**src/rtl/ramr_pkg.sv**
```systemverilog
// ramr_pkg: widths and item types for the rational add/multiply/reduce block
// standalone package, depends on nothing; used by rational_add_multiply_reduce
`default_nettype none

package ramr_pkg;

  // operand width of one numerator or denominator
  localparam int unsigned OPERAND_WIDTH = 16;
  // exact product width and magnitude width used by the gcd and dividers
  localparam int unsigned PROD_WIDTH    = 2 * OPERAND_WIDTH;
  localparam int unsigned NUM_WIDTH     = PROD_WIDTH + 1;
  localparam int unsigned DEN_WIDTH     = PROD_WIDTH - 1;
  localparam int unsigned CNT_WIDTH     = $clog2(PROD_WIDTH);

  localparam logic KIND_ADD = 1'b0;
  localparam logic KIND_MUL = 1'b1;

  typedef struct packed {
    logic                            kind;
    logic signed [OPERAND_WIDTH-1:0] left_numerator;
    logic signed [OPERAND_WIDTH-1:0] left_denominator;
    logic signed [OPERAND_WIDTH-1:0] right_numerator;
    logic signed [OPERAND_WIDTH-1:0] right_denominator;
  } in_item_t;

  typedef struct packed {
    logic signed [NUM_WIDTH-1:0] result_numerator;
    logic        [DEN_WIDTH-1:0] result_denominator;
    logic                        bad_denominator;
  } out_item_t;

endpackage

`default_nettype wire

```
**src/rtl/rational_add_multiply_reduce.sv**
```systemverilog
// rational_add_multiply_reduce: adds or multiplies two signed fractions and reduces the result
// depends on ramr_pkg for widths and item types
`default_nettype none

// usage
//   input item: in_data is taken at a rising edge where start is high and busy
//   is low. busy stays high while the item is worked on; no new item is taken
//   until it drops.
//   result item: out_data is valid for exactly one cycle, marked by out_valid.
//   the receiver cannot stall, so the item must be captured in that cycle.
//   result paths:
//     zero input denominator: result 0/1 with bad_denominator set, straight from idle
//     zero result numerator: result 0/1 after the multiply steps
//     general case: multiply, sign, factor-of-two strip, gcd, then both divisions
//   the gcd is binary (one compare/subtract or one shift per cycle, plus a swap
//   step when the larger value sits in the wrong register); both exact
//   divisions are restoring, one quotient bit per cycle. one multiplier serves
//   the multiply steps and one subtractor serves the gcd and both divisions.
//   busy drops in the cycle the strobe rises, so a new item may be taken then.
//   reset (rst_n low, synchronous) returns the sequencer to idle and drops the
//   strobe; an item in flight is lost.

module rational_add_multiply_reduce (
  input  wire logic               clk,
  input  wire logic               rst_n,
  input  wire logic               start,
  output      logic               busy,
  input  wire ramr_pkg::in_item_t in_data,
  output      logic               out_valid,
  output      ramr_pkg::out_item_t out_data
);

  localparam int unsigned OW = ramr_pkg::OPERAND_WIDTH;
  localparam int unsigned PW = ramr_pkg::PROD_WIDTH;
  localparam int unsigned NW = ramr_pkg::NUM_WIDTH;
  localparam int unsigned DW = ramr_pkg::DEN_WIDTH;
  localparam int unsigned CW = ramr_pkg::CNT_WIDTH;

  typedef enum logic [9:0] {
    S_IDLE = 10'b00_0000_0001,
    S_MUL0 = 10'b00_0000_0010,
    S_MUL1 = 10'b00_0000_0100,
    S_MUL2 = 10'b00_0000_1000,
    S_SIGN = 10'b00_0001_0000,
    S_TWOS = 10'b00_0010_0000,
    S_GCD  = 10'b00_0100_0000,
    S_DIVN = 10'b00_1000_0000,
    S_DIVD = 10'b01_0000_0000,
    S_HOLD = 10'b10_0000_0000
  } state_t;

  // control
  state_t state_r, state_nxt;
  logic   out_valid_r, out_valid_nxt;

  // datapath
  ramr_pkg::in_item_t  op_r, op_nxt;
  ramr_pkg::out_item_t res_r, res_nxt;
  logic signed [PW-1:0] prod_r, prod_nxt;
  logic signed [NW-1:0] num_r, num_nxt;
  logic                 neg_r, neg_nxt;
  logic [PW-1:0]        x_r, x_nxt;
  logic [PW-1:0]        y_r, y_nxt;
  logic [PW-1:0]        g_r, g_nxt;
  logic [PW-1:0]        rem_r, rem_nxt;
  logic [PW-1:0]        mnum_r, mnum_nxt;
  logic [PW-1:0]        mden_r, mden_nxt;
  logic [CW-1:0]        k_r, k_nxt;
  logic [CW-1:0]        cnt_r, cnt_nxt;

  // shared multiplier
  logic signed [OW-1:0] mul_a, mul_b;
  logic signed [PW-1:0] mul_p;

  // shared subtractor
  logic [PW:0]   sub_a, sub_b;
  logic [PW+1:0] sub_diff;
  logic          sub_borrow;

  // helpers
  logic [PW:0]   div_shift;
  logic [PW-1:0] div_quot;
  logic [PW-1:0] div_rem;
  logic [PW-1:0] mag_num, mag_den;
  logic [PW-1:0] gcd_base;
  logic [NW-1:0] num_abs_ext;
  logic          in_bad;
  logic          div_last;

  assign busy      = (state_r != S_IDLE);
  assign out_valid = out_valid_r;
  assign out_data  = res_r;

  // multiplier operand selection, product lands in prod_r
  always_comb begin
    mul_a = op_r.left_numerator;
    mul_b = op_r.right_denominator;
    unique case (state_r)
      S_MUL0: begin
        mul_a = op_r.left_numerator;
        mul_b = (op_r.kind == ramr_pkg::KIND_MUL) ? op_r.right_numerator
                                                  : op_r.right_denominator;
      end
      S_MUL1: begin
        mul_a = op_r.right_numerator;
        mul_b = op_r.left_denominator;
      end
      S_MUL2: begin
        mul_a = op_r.left_denominator;
        mul_b = op_r.right_denominator;
      end
      default: begin
        mul_a = op_r.left_numerator;
        mul_b = op_r.right_denominator;
      end
    endcase
  end

  assign mul_p = PW'(mul_a) * PW'(mul_b);

  // subtractor: x - y during gcd, shifted remainder - g during division
  assign div_shift = {rem_r, x_r[PW-1]};

  always_comb begin
    if (state_r == S_GCD) begin
      sub_a = {1'b0, x_r};
      sub_b = {1'b0, y_r};
    end else begin
      sub_a = div_shift;
      sub_b = {1'b0, g_r};
    end
  end

  assign sub_diff   = {1'b0, sub_a} - {1'b0, sub_b};
  assign sub_borrow = sub_diff[PW+1];

  assign div_quot = {x_r[PW-2:0], ~sub_borrow};
  assign div_rem  = sub_borrow ? div_shift[PW-1:0] : sub_diff[PW-1:0];
  assign div_last = (cnt_r == CW'(PW - 1));

  // magnitudes of the exact fraction
  assign mag_num = num_r[NW-1] ? PW'(-num_r) : num_r[PW-1:0];
  assign mag_den = prod_r[PW-1] ? PW'(-prod_r) : prod_r[PW-1:0];

  assign gcd_base    = (x_r == '0) ? y_r : x_r;
  assign num_abs_ext = {1'b0, mnum_r};

  assign in_bad = (in_data.left_denominator == '0) || (in_data.right_denominator == '0);

  always_comb begin
    state_nxt     = state_r;
    out_valid_nxt = 1'b0;
    op_nxt        = op_r;
    res_nxt       = res_r;
    prod_nxt      = prod_r;
    num_nxt       = num_r;
    neg_nxt       = neg_r;
    x_nxt         = x_r;
    y_nxt         = y_r;
    g_nxt         = g_r;
    rem_nxt       = rem_r;
    mnum_nxt      = mnum_r;
    mden_nxt      = mden_r;
    k_nxt         = k_r;
    cnt_nxt       = cnt_r;

    unique case (state_r)
      S_IDLE: begin
        if (start) begin
          op_nxt = in_data;
          if (in_bad) begin
            // zero denominator: flag it and give 0/1 at once
            res_nxt.result_numerator   = '0;
            res_nxt.result_denominator = DW'(1);
            res_nxt.bad_denominator    = 1'b1;
            out_valid_nxt              = 1'b1;
          end else begin
            state_nxt = S_MUL0;
          end
        end
      end
      S_MUL0: begin
        prod_nxt  = mul_p;
        state_nxt = S_MUL1;
      end
      S_MUL1: begin
        num_nxt   = {prod_r[PW-1], prod_r};
        prod_nxt  = mul_p;
        state_nxt = S_MUL2;
      end
      S_MUL2: begin
        // cross terms summed for add, second product dropped for multiply
        if (op_r.kind == ramr_pkg::KIND_ADD) begin
          num_nxt = num_r + {prod_r[PW-1], prod_r};
        end
        prod_nxt  = mul_p;
        state_nxt = S_SIGN;
      end
      S_SIGN: begin
        if (num_r == '0) begin
          res_nxt.result_numerator   = '0;
          res_nxt.result_denominator = DW'(1);
          res_nxt.bad_denominator    = 1'b0;
          out_valid_nxt              = 1'b1;
          state_nxt                  = S_IDLE;
        end else begin
          neg_nxt   = num_r[NW-1] ^ prod_r[PW-1];
          x_nxt     = mag_num;
          y_nxt     = mag_den;
          mnum_nxt  = mag_num;
          mden_nxt  = mag_den;
          k_nxt     = '0;
          state_nxt = S_TWOS;
        end
      end
      S_TWOS: begin
        // strip common factors of two, counted in k
        if (!x_r[0] && !y_r[0]) begin
          x_nxt = x_r >> 1;
          y_nxt = y_r >> 1;
          k_nxt = k_r + CW'(1);
        end else begin
          state_nxt = S_GCD;
        end
      end
      S_GCD: begin
        priority if (x_r == '0 || y_r == '0) begin
          g_nxt     = gcd_base << k_r;
          x_nxt     = mnum_r;
          rem_nxt   = '0;
          cnt_nxt   = '0;
          state_nxt = S_DIVN;
        end else if (!x_r[0]) begin
          x_nxt = x_r >> 1;
        end else if (!y_r[0]) begin
          y_nxt = y_r >> 1;
        end else if (sub_borrow) begin
          // both odd, x below y: swap so the next step subtracts
          x_nxt = y_r;
          y_nxt = x_r;
        end else begin
          x_nxt = sub_diff[PW-1:0];
        end
      end
      S_DIVN: begin
        rem_nxt = div_rem;
        cnt_nxt = cnt_r + CW'(1);
        x_nxt   = div_quot;
        if (div_last) begin
          mnum_nxt  = div_quot;
          x_nxt     = mden_r;
          rem_nxt   = '0;
          cnt_nxt   = '0;
          state_nxt = S_DIVD;
        end
      end
      S_DIVD: begin
        rem_nxt = div_rem;
        cnt_nxt = cnt_r + CW'(1);
        x_nxt   = div_quot;
        if (div_last) begin
          res_nxt.result_numerator   = neg_r ? (NW'(0) - num_abs_ext) : num_abs_ext;
          res_nxt.result_denominator = div_quot[DW-1:0];
          res_nxt.bad_denominator    = 1'b0;
          out_valid_nxt              = 1'b1;
          state_nxt                  = S_IDLE;
        end
      end
      S_HOLD: begin
        // unused code, falls back to idle
        state_nxt = S_IDLE;
      end
      default: begin
        state_nxt = S_IDLE;
      end
    endcase
  end

  always_ff @(posedge clk) begin
    if (!rst_n) begin
      state_r     <= S_IDLE;
      out_valid_r <= 1'b0;
    end else begin
      state_r     <= state_nxt;
      out_valid_r <= out_valid_nxt;
    end
  end

  always_ff @(posedge clk) begin
    op_r   <= op_nxt;
    res_r  <= res_nxt;
    prod_r <= prod_nxt;
    num_r  <= num_nxt;
    neg_r  <= neg_nxt;
    x_r    <= x_nxt;
    y_r    <= y_nxt;
    g_r    <= g_nxt;
    rem_r  <= rem_nxt;
    mnum_r <= mnum_nxt;
    mden_r <= mden_nxt;
    k_r    <= k_nxt;
    cnt_r  <= cnt_nxt;
  end

  // the divisor found by the gcd is never zero
  a_gcd_nonzero: assert property (@(posedge clk) disable iff (!rst_n)
    (state_r == S_DIVN || state_r == S_DIVD) |-> (g_r != '0))
    else $error("zero divisor during reduction");

  // a flagged item always reads 0/1
  a_bad_is_zero: assert property (@(posedge clk) disable iff (!rst_n)
    (out_valid && out_data.bad_denominator) |->
      (out_data.result_numerator == '0 && out_data.result_denominator == DW'(1)))
    else $error("flagged item is not 0/1");

  // an unflagged result comes only out of a busy sequence
  a_result_after_work: assert property (@(posedge clk) disable iff (!rst_n)
    (out_valid && !out_data.bad_denominator) |-> $past(busy))
    else $error("result without work");

  // a valid item with nonzero denominators starts the sequencer
  a_accept_starts: assert property (@(posedge clk) disable iff (!rst_n)
    (start && !busy && !in_bad) |=> (busy && !out_valid))
    else $error("accepted item did not start");

  // reduced denominator is never zero
  a_den_nonzero: assert property (@(posedge clk) disable iff (!rst_n)
    out_valid |-> (out_data.result_denominator != '0))
    else $error("zero result denominator");

endmodule

`default_nettype wire

```
**config.mk**
```make
export PLATFORM = sky130hd
export DESIGN_NAME = rational_add_multiply_reduce
export DESIGN_NICKNAME = d
export VERILOG_FILES = /design/src/rtl/ramr_pkg.sv /design/src/rtl/rational_add_multiply_reduce.sv
export SDC_FILE = /design/constraint.sdc
export NUM_CORES = 2
export LEC_CHECK = 0
export ABC_CLOCK_PERIOD_IN_PS = 11700
export BUFFER_PORTS_ARGS = -buffer_cell sky130_fd_sc_hd__buf_2
export CAP_MARGIN = 30
export CORE_AREA = 5 5 187 325
export CTS_BUF_LIST = sky130_fd_sc_hd__clkbuf_8
export CTS_CLUSTER_SIZE = 24
export DETAILED_ROUTE_END_ITERATION = 10
export DIE_AREA = 0 0 192 330
export PLACE_DENSITY = 0.77
export SLEW_MARGIN = 20
export SYNTH_ARGS = -nofsm -noshare
export SYNTH_HDL_FRONTEND = slang
export SYNTH_SLANG_ARGS = --single-unit
```
**constraint.sdc**
```tcl
create_clock -name clk -period 11.7 [get_ports clk]
set_clock_uncertainty 0.15 [all_clocks]
set_input_delay 1.755 -clock clk [delete_from_list [all_inputs] [get_ports clk]]
set_output_delay 1.755 -clock clk [all_outputs]
set_load 0.05 [all_outputs]
```
# [Word-level counts from Yosys, hierarchy flattened]
# Index checks and enable logic that the tools add are counted.
# W data, S select, Z words.
[classes] addsub=7 mul=1 eq_ne=26 n_shift=1 n_mux=56 bitwise=3 reduce_logical=31
[op_table] op="$mux W32" n=21
[op_table] op="$mux W65" n=4
[op_table] op="$pmux W65 S3" n=1
[op_table] op="$pmux W32 S3" n=2
[op_table] op="$pmux W32 S5" n=1
[op_table] op="$mux W33" n=3
[op_table] op="$pmux W10 S9" n=1
[op_table] op="$pmux W33 S2" n=1
[op_table] op="$logic_not A32 Y1" n=2
[op_table] op="$neg A32 Y32" n=2
[op_table] op="$pmux W16 S2" n=2
[op_table] op="$pmux W32 S2" n=1
[op_table] op="$mux W10" n=6
[op_table] op="$sub A33 B33 Y34" n=1
[op_table] op="$add A33 B33 Y33" n=1
[op_table] op="$logic_not A33 Y1" n=1
[op_table] op="$sub A1 B32 Y33 const A" n=1
[op_table] op="$logic_not A16 Y1" n=2
[op_table] op="$mul A16 B16 Y32" n=1
[op_table] op="$shl A32 B5 Y32" n=1
[op_table] op="$ne A2 B2 Y1 const B" n=12
[op_table] op="$mux W5" n=4
[op_table] op="$mux W16" n=1
[op_table] op="$pmux W5 S3" n=1
[op_table] op="33 further kinds" n=52
[totals] reg_bits=409 input_bits=68 out_inout_bits=67 elab_cells=148

# [Logic depth before layout (Yosys ltp)]
[depth] word_depth=8 depth_mapped=35 ltp_nobuf=31

# [Least setup slack after synthesis]
# Ideal clock, no wire load.
[synth_timing] path_kind="register -> register" from="register state_r[1]" to="register prod_r[31] (data pin)" setup_ns=0.260 arrival_ns=8.343 slack_ns=2.947 stages_incl_launch_ff=28 period_less_slack_ns=8.753 path_cell_list="dfxtp_1 > nor3_1 > and3_1 > nor3b_1 > nor2_1 > clkbuf_1 > a21oi_1 > clkbuf_1 > nor2_1 > fa_1 > fa_1 > fa_1 > fa_1 > fa_1 > inv_1 > fa_1 > inv_1 > ha_1 > a21o_1 > a211o_1 > a221oi_1 > nand3_1 > o211a_1 > a41o_1 > o41a_1 > a21o_1 > a21oi_1 > xnor2_1"
[synth_between] elab_chain_len=3 word_cells_on_any_way=6
[synth_rtl] element="from (decl)" line_no="rational_add_multiply_reduce.sv:53" source="state_t state_r, state_nxt;"
[synth_rtl] element="from (signal assigned)" line_no="rational_add_multiply_reduce.sv:284" source="state_r <= state_nxt;"
[synth_rtl] element="$eq A10 B4 Y1 (tied with other cells)" line_no="rational_add_multiply_reduce.sv:98" source="unique case (state_r)"
[synth_rtl] element="$pmux W16 S2" line_no="rational_add_multiply_reduce.sv:98"
[synth_rtl] element="$mul A16 B16 Y32 *" line_no="rational_add_multiply_reduce.sv:119" source="assign mul_p = PW'(mul_a) * PW'(mul_b);"
[synth_rtl] element="via mul_p[31]" line_no="rational_add_multiply_reduce.sv:73" source="logic signed [PW-1:0] mul_p;"
[synth_rtl] element="to (signal assigned)" line_no="rational_add_multiply_reduce.sv:292" source="prod_r <= prod_nxt;"
[synth_rtl] element="to (decl)" line_no="rational_add_multiply_reduce.sv:59" source="logic signed [PW-1:0] prod_r, prod_nxt;"
# Mark *: on every way through the listed nets, which the timed path passes. The rest lies on a longest branch.
# A chain may end at the register's enable or synchronous reset.

# [Worst setup path after layout]
[layout_timing] from="register state_r[0]" to="register prod_r[31] (data pin)"
# Same word-level chain as after synthesis.

==> results_dict.tcl <==
set metrics [dict create \
    drv_cap 0 \
    setup_ws_ns 1.959 \
    synth.area.top_cells "edfxtp_1 35%, fa_1 15%, nand2_1 5.5%" \
    yosysSeqAreaShare 0.3535 \
    grt_start_max_net_pins 67 \
    end_kind "flip-flop" \
    cp_data_required_time_ns 11.97 \
    synth_top_cell_by_area "edfxtp_1" \
    drt_wl_total_um 110200 \
    worstSkewPairLatency_ns 0.75 \
    crit_path_start "state_r[0]$_SDFFE_PN1P_" \
    nNetsFinal 4134 \
    cpPeakStageDelay_ns 0.84 \
    coreArea_um2 57820 \
    synthCells 3585 \
    syn_area_per_cell_um2 9.588 \
    drtAntennaViolNets 0 \
    hold_violations 0 \
    syn_to_final_growth_pct 8.066 \
    seq_area_um2 12150 \
    vias_per_cell 6.227 \
    postCtsSetupRepairBufs 0 \
    slew_violations 0 \
    die_width_um 192 \
    path_common_cell "fa_1" \
    cts_tree "done" \
    drive_gt1_frac 0.09819 \
    setup_violations 0 \
    yosys_warnings 0 \
    max_freq_mhz 102.7 \
    grt.total_usage 0.3502 \
    root_buffer "clkbuf_8" \
    cts.clk_slew.worst_paths_ns 0.07 \
    cts_resized 0 \
    worstSetupPathType "flip-flop to flip-flop" \
    htreeDepth 2 \
    synth_edf_count 398 \
    crit_slowest_cell "fa_1" \
    fin_setup_tns_ns 0 \
    synth_seq_cells 408 \
    cts_hold_buf 0 \
    wl_per_cell_um 24.63 \
    drt-initial-drc-count 2230 \
    synth_cell_types 88 \
    r2r_setup_slack_ns 1.96 \
    fill_cells 4884 \
    cts-buffers-inserted 59 \
    multi_input_area_um2 20310 \
    grt_pass1_wl_um 166500 \
    clockBufferDepth 3 \
    synth_top_area_frac 0.3477 \
    num_vias 27868 \
    fp.dieH_um 330 \
    first_pass_iters 6 \
    globalRoute.totalOverflow 0 \
    dp_slack_ns 1.960 \
    syn_nets 4069 \
    die-area_um2 63360 \
    relSlewSlack 0.3124 \
    antenna_found_initial 3 \
    finalCritPeriodShare 0.8326 \
    drc 0 \
    cp_max_fo 17 \
    worst_hold_path_type "flip-flop to flip-flop" \
    synthArstFlopShare 0 \
    critPathLaunchType "flip-flop" \
    placementRows 117 \
    io_pins 135 \
    crit_arrival_ns 10.01 \
    first_global_vias 28793 \
    min_period_ns 9.741 \
    rsz0062_at_grt "no" \
    status "finished clean" \
    clock_sinks 408 \
    numPortBuffers 134 \
    min-delay-start "prod_r[0]$_DFFE_PP_" \
    start_util 0.5944 \
    worstMarginPinSlew_ns 1.027 \
    crit-reg2reg-launch "state_r[0]$_SDFFE_PN1P_" \
    dp_hpwl_um 87420 \
    mappedNetlistArea_um2 34370 \
    ys.flop_type "edfxtp_1" \
    gp_congestion 1.059 \
]
metal layers:
| metal | track usage | wire length, um |
|---|---|---|
| met2 | 0.6197 | 55490 |
| met3 | 0.06185 | 7083 |
| met5 | 0 | 0 |
| met1 | 0.3287 | 33150 |
| met4 | 0.3466 | 14480 |
through the flow:
step             util  cells  hold WS (ns)  cell area [um^2]
5_1_grt        0.6422   4471        0.4795             37140
6_report       0.6424   4475        0.4485             37150
3_5_place_dp   0.6202   4359        0.4319             35860
2_1_floorplan       -   3585        0.3525             34370
3_3_place_gp   0.6198   4358        0.4203             35840
4_1_cts        0.6415   4467        0.4496             37100
kinds of logic (layout without fill, tap and decap cells):
logic type                 after synthesis  after routing  share of synthesized area
xor gates and xnor gates               185            185                    0.04714
and+or+nand+nor                       1175           1175                     0.1543
DFF                                    408            408                     0.3535
buffers and inverters                  535            647                    0.05871
other                                    0              5                          0
muxes                                  106            106                    0.03203
AOI/OAI and AO/OA                      760            760                     0.1452
adders and majority gates              416            416                     0.2091
final timing paths:
path / to / cells past startpoint
max: prod_r[31]$_DFFE_PP_ / 29
min: mden_r[0]$_DFFE_PP_ / 0
max reg2reg: prod_r[31]$_DFFE_PP_ / 29
min reg2reg: mden_r[0]$_DFFE_PP_ / 0
synth_stat cells, drive strengths merged, types with 20 or more instances:
master  number
o21ai      171
fa         264
nor2       340
nand3       33
nor3        36
edfxtp     398
xnor2      104
a22oi       58
ha         152
nor4        35
xor2        81
clkbuf     178
o31ai       29
nand2      507
inv        336
a21oi      193
a211oi      20
nand2b      31
a31oi       33
mux2i       92
buf         20
and2        65
o21a        23
a21o        55
or3         26
a221oi      21
layout make-up:
type                       instances  area share
clock inverter                    49     0.01139
timing repair buffer             202     0.03254
multi-input combinational       2642      0.5467
clock buffer                      59     0.02186
antenna                            5   0.0003368
sequential                       408      0.3271
tap                              773     0.02604
inverter                         337     0.03405
worst max-delay path, delay by kind of cell (launching register included):
| kind | cells | cell delay (ns) |
|---|---|---|
| DFF | 1 | 0.36 |
| buffers and inverters | 4 | 0.41 |
| xor gates and xnor gates | 1 | 0.09 |
| AOI/OAI and AO/OA | 8 | 2.22 |
| adders and majority gates | 7 | 3.79 |
| and+or+nand+nor | 9 | 2.36 |
layout by cell type (no fill, tap or decap), drive strengths merged, types with 26 or more instances in the layout:
master  netlist  final
a31oi        33     33
buf          20    202
and2         65     65
a21oi       193    193
clkinv        1     29
o21ai       171    171
o31ai        29     29
nor2        340    340
inv         336    348
edfxtp      398    398
nand2b       31     31
fa          264    264
ha          152    152
xor2         81     81
mux2i        92     92
a21o         55     55
nand3        33     33
nor3         36     36
xnor2       104    104
nor4         35     35
a22oi        58     58
or3          26     26
nand2       507    507
clkbuf      178     59
Power is not shown: default switching activity piles up to over one toggle a cycle in this logic, so the estimate is an artifact.
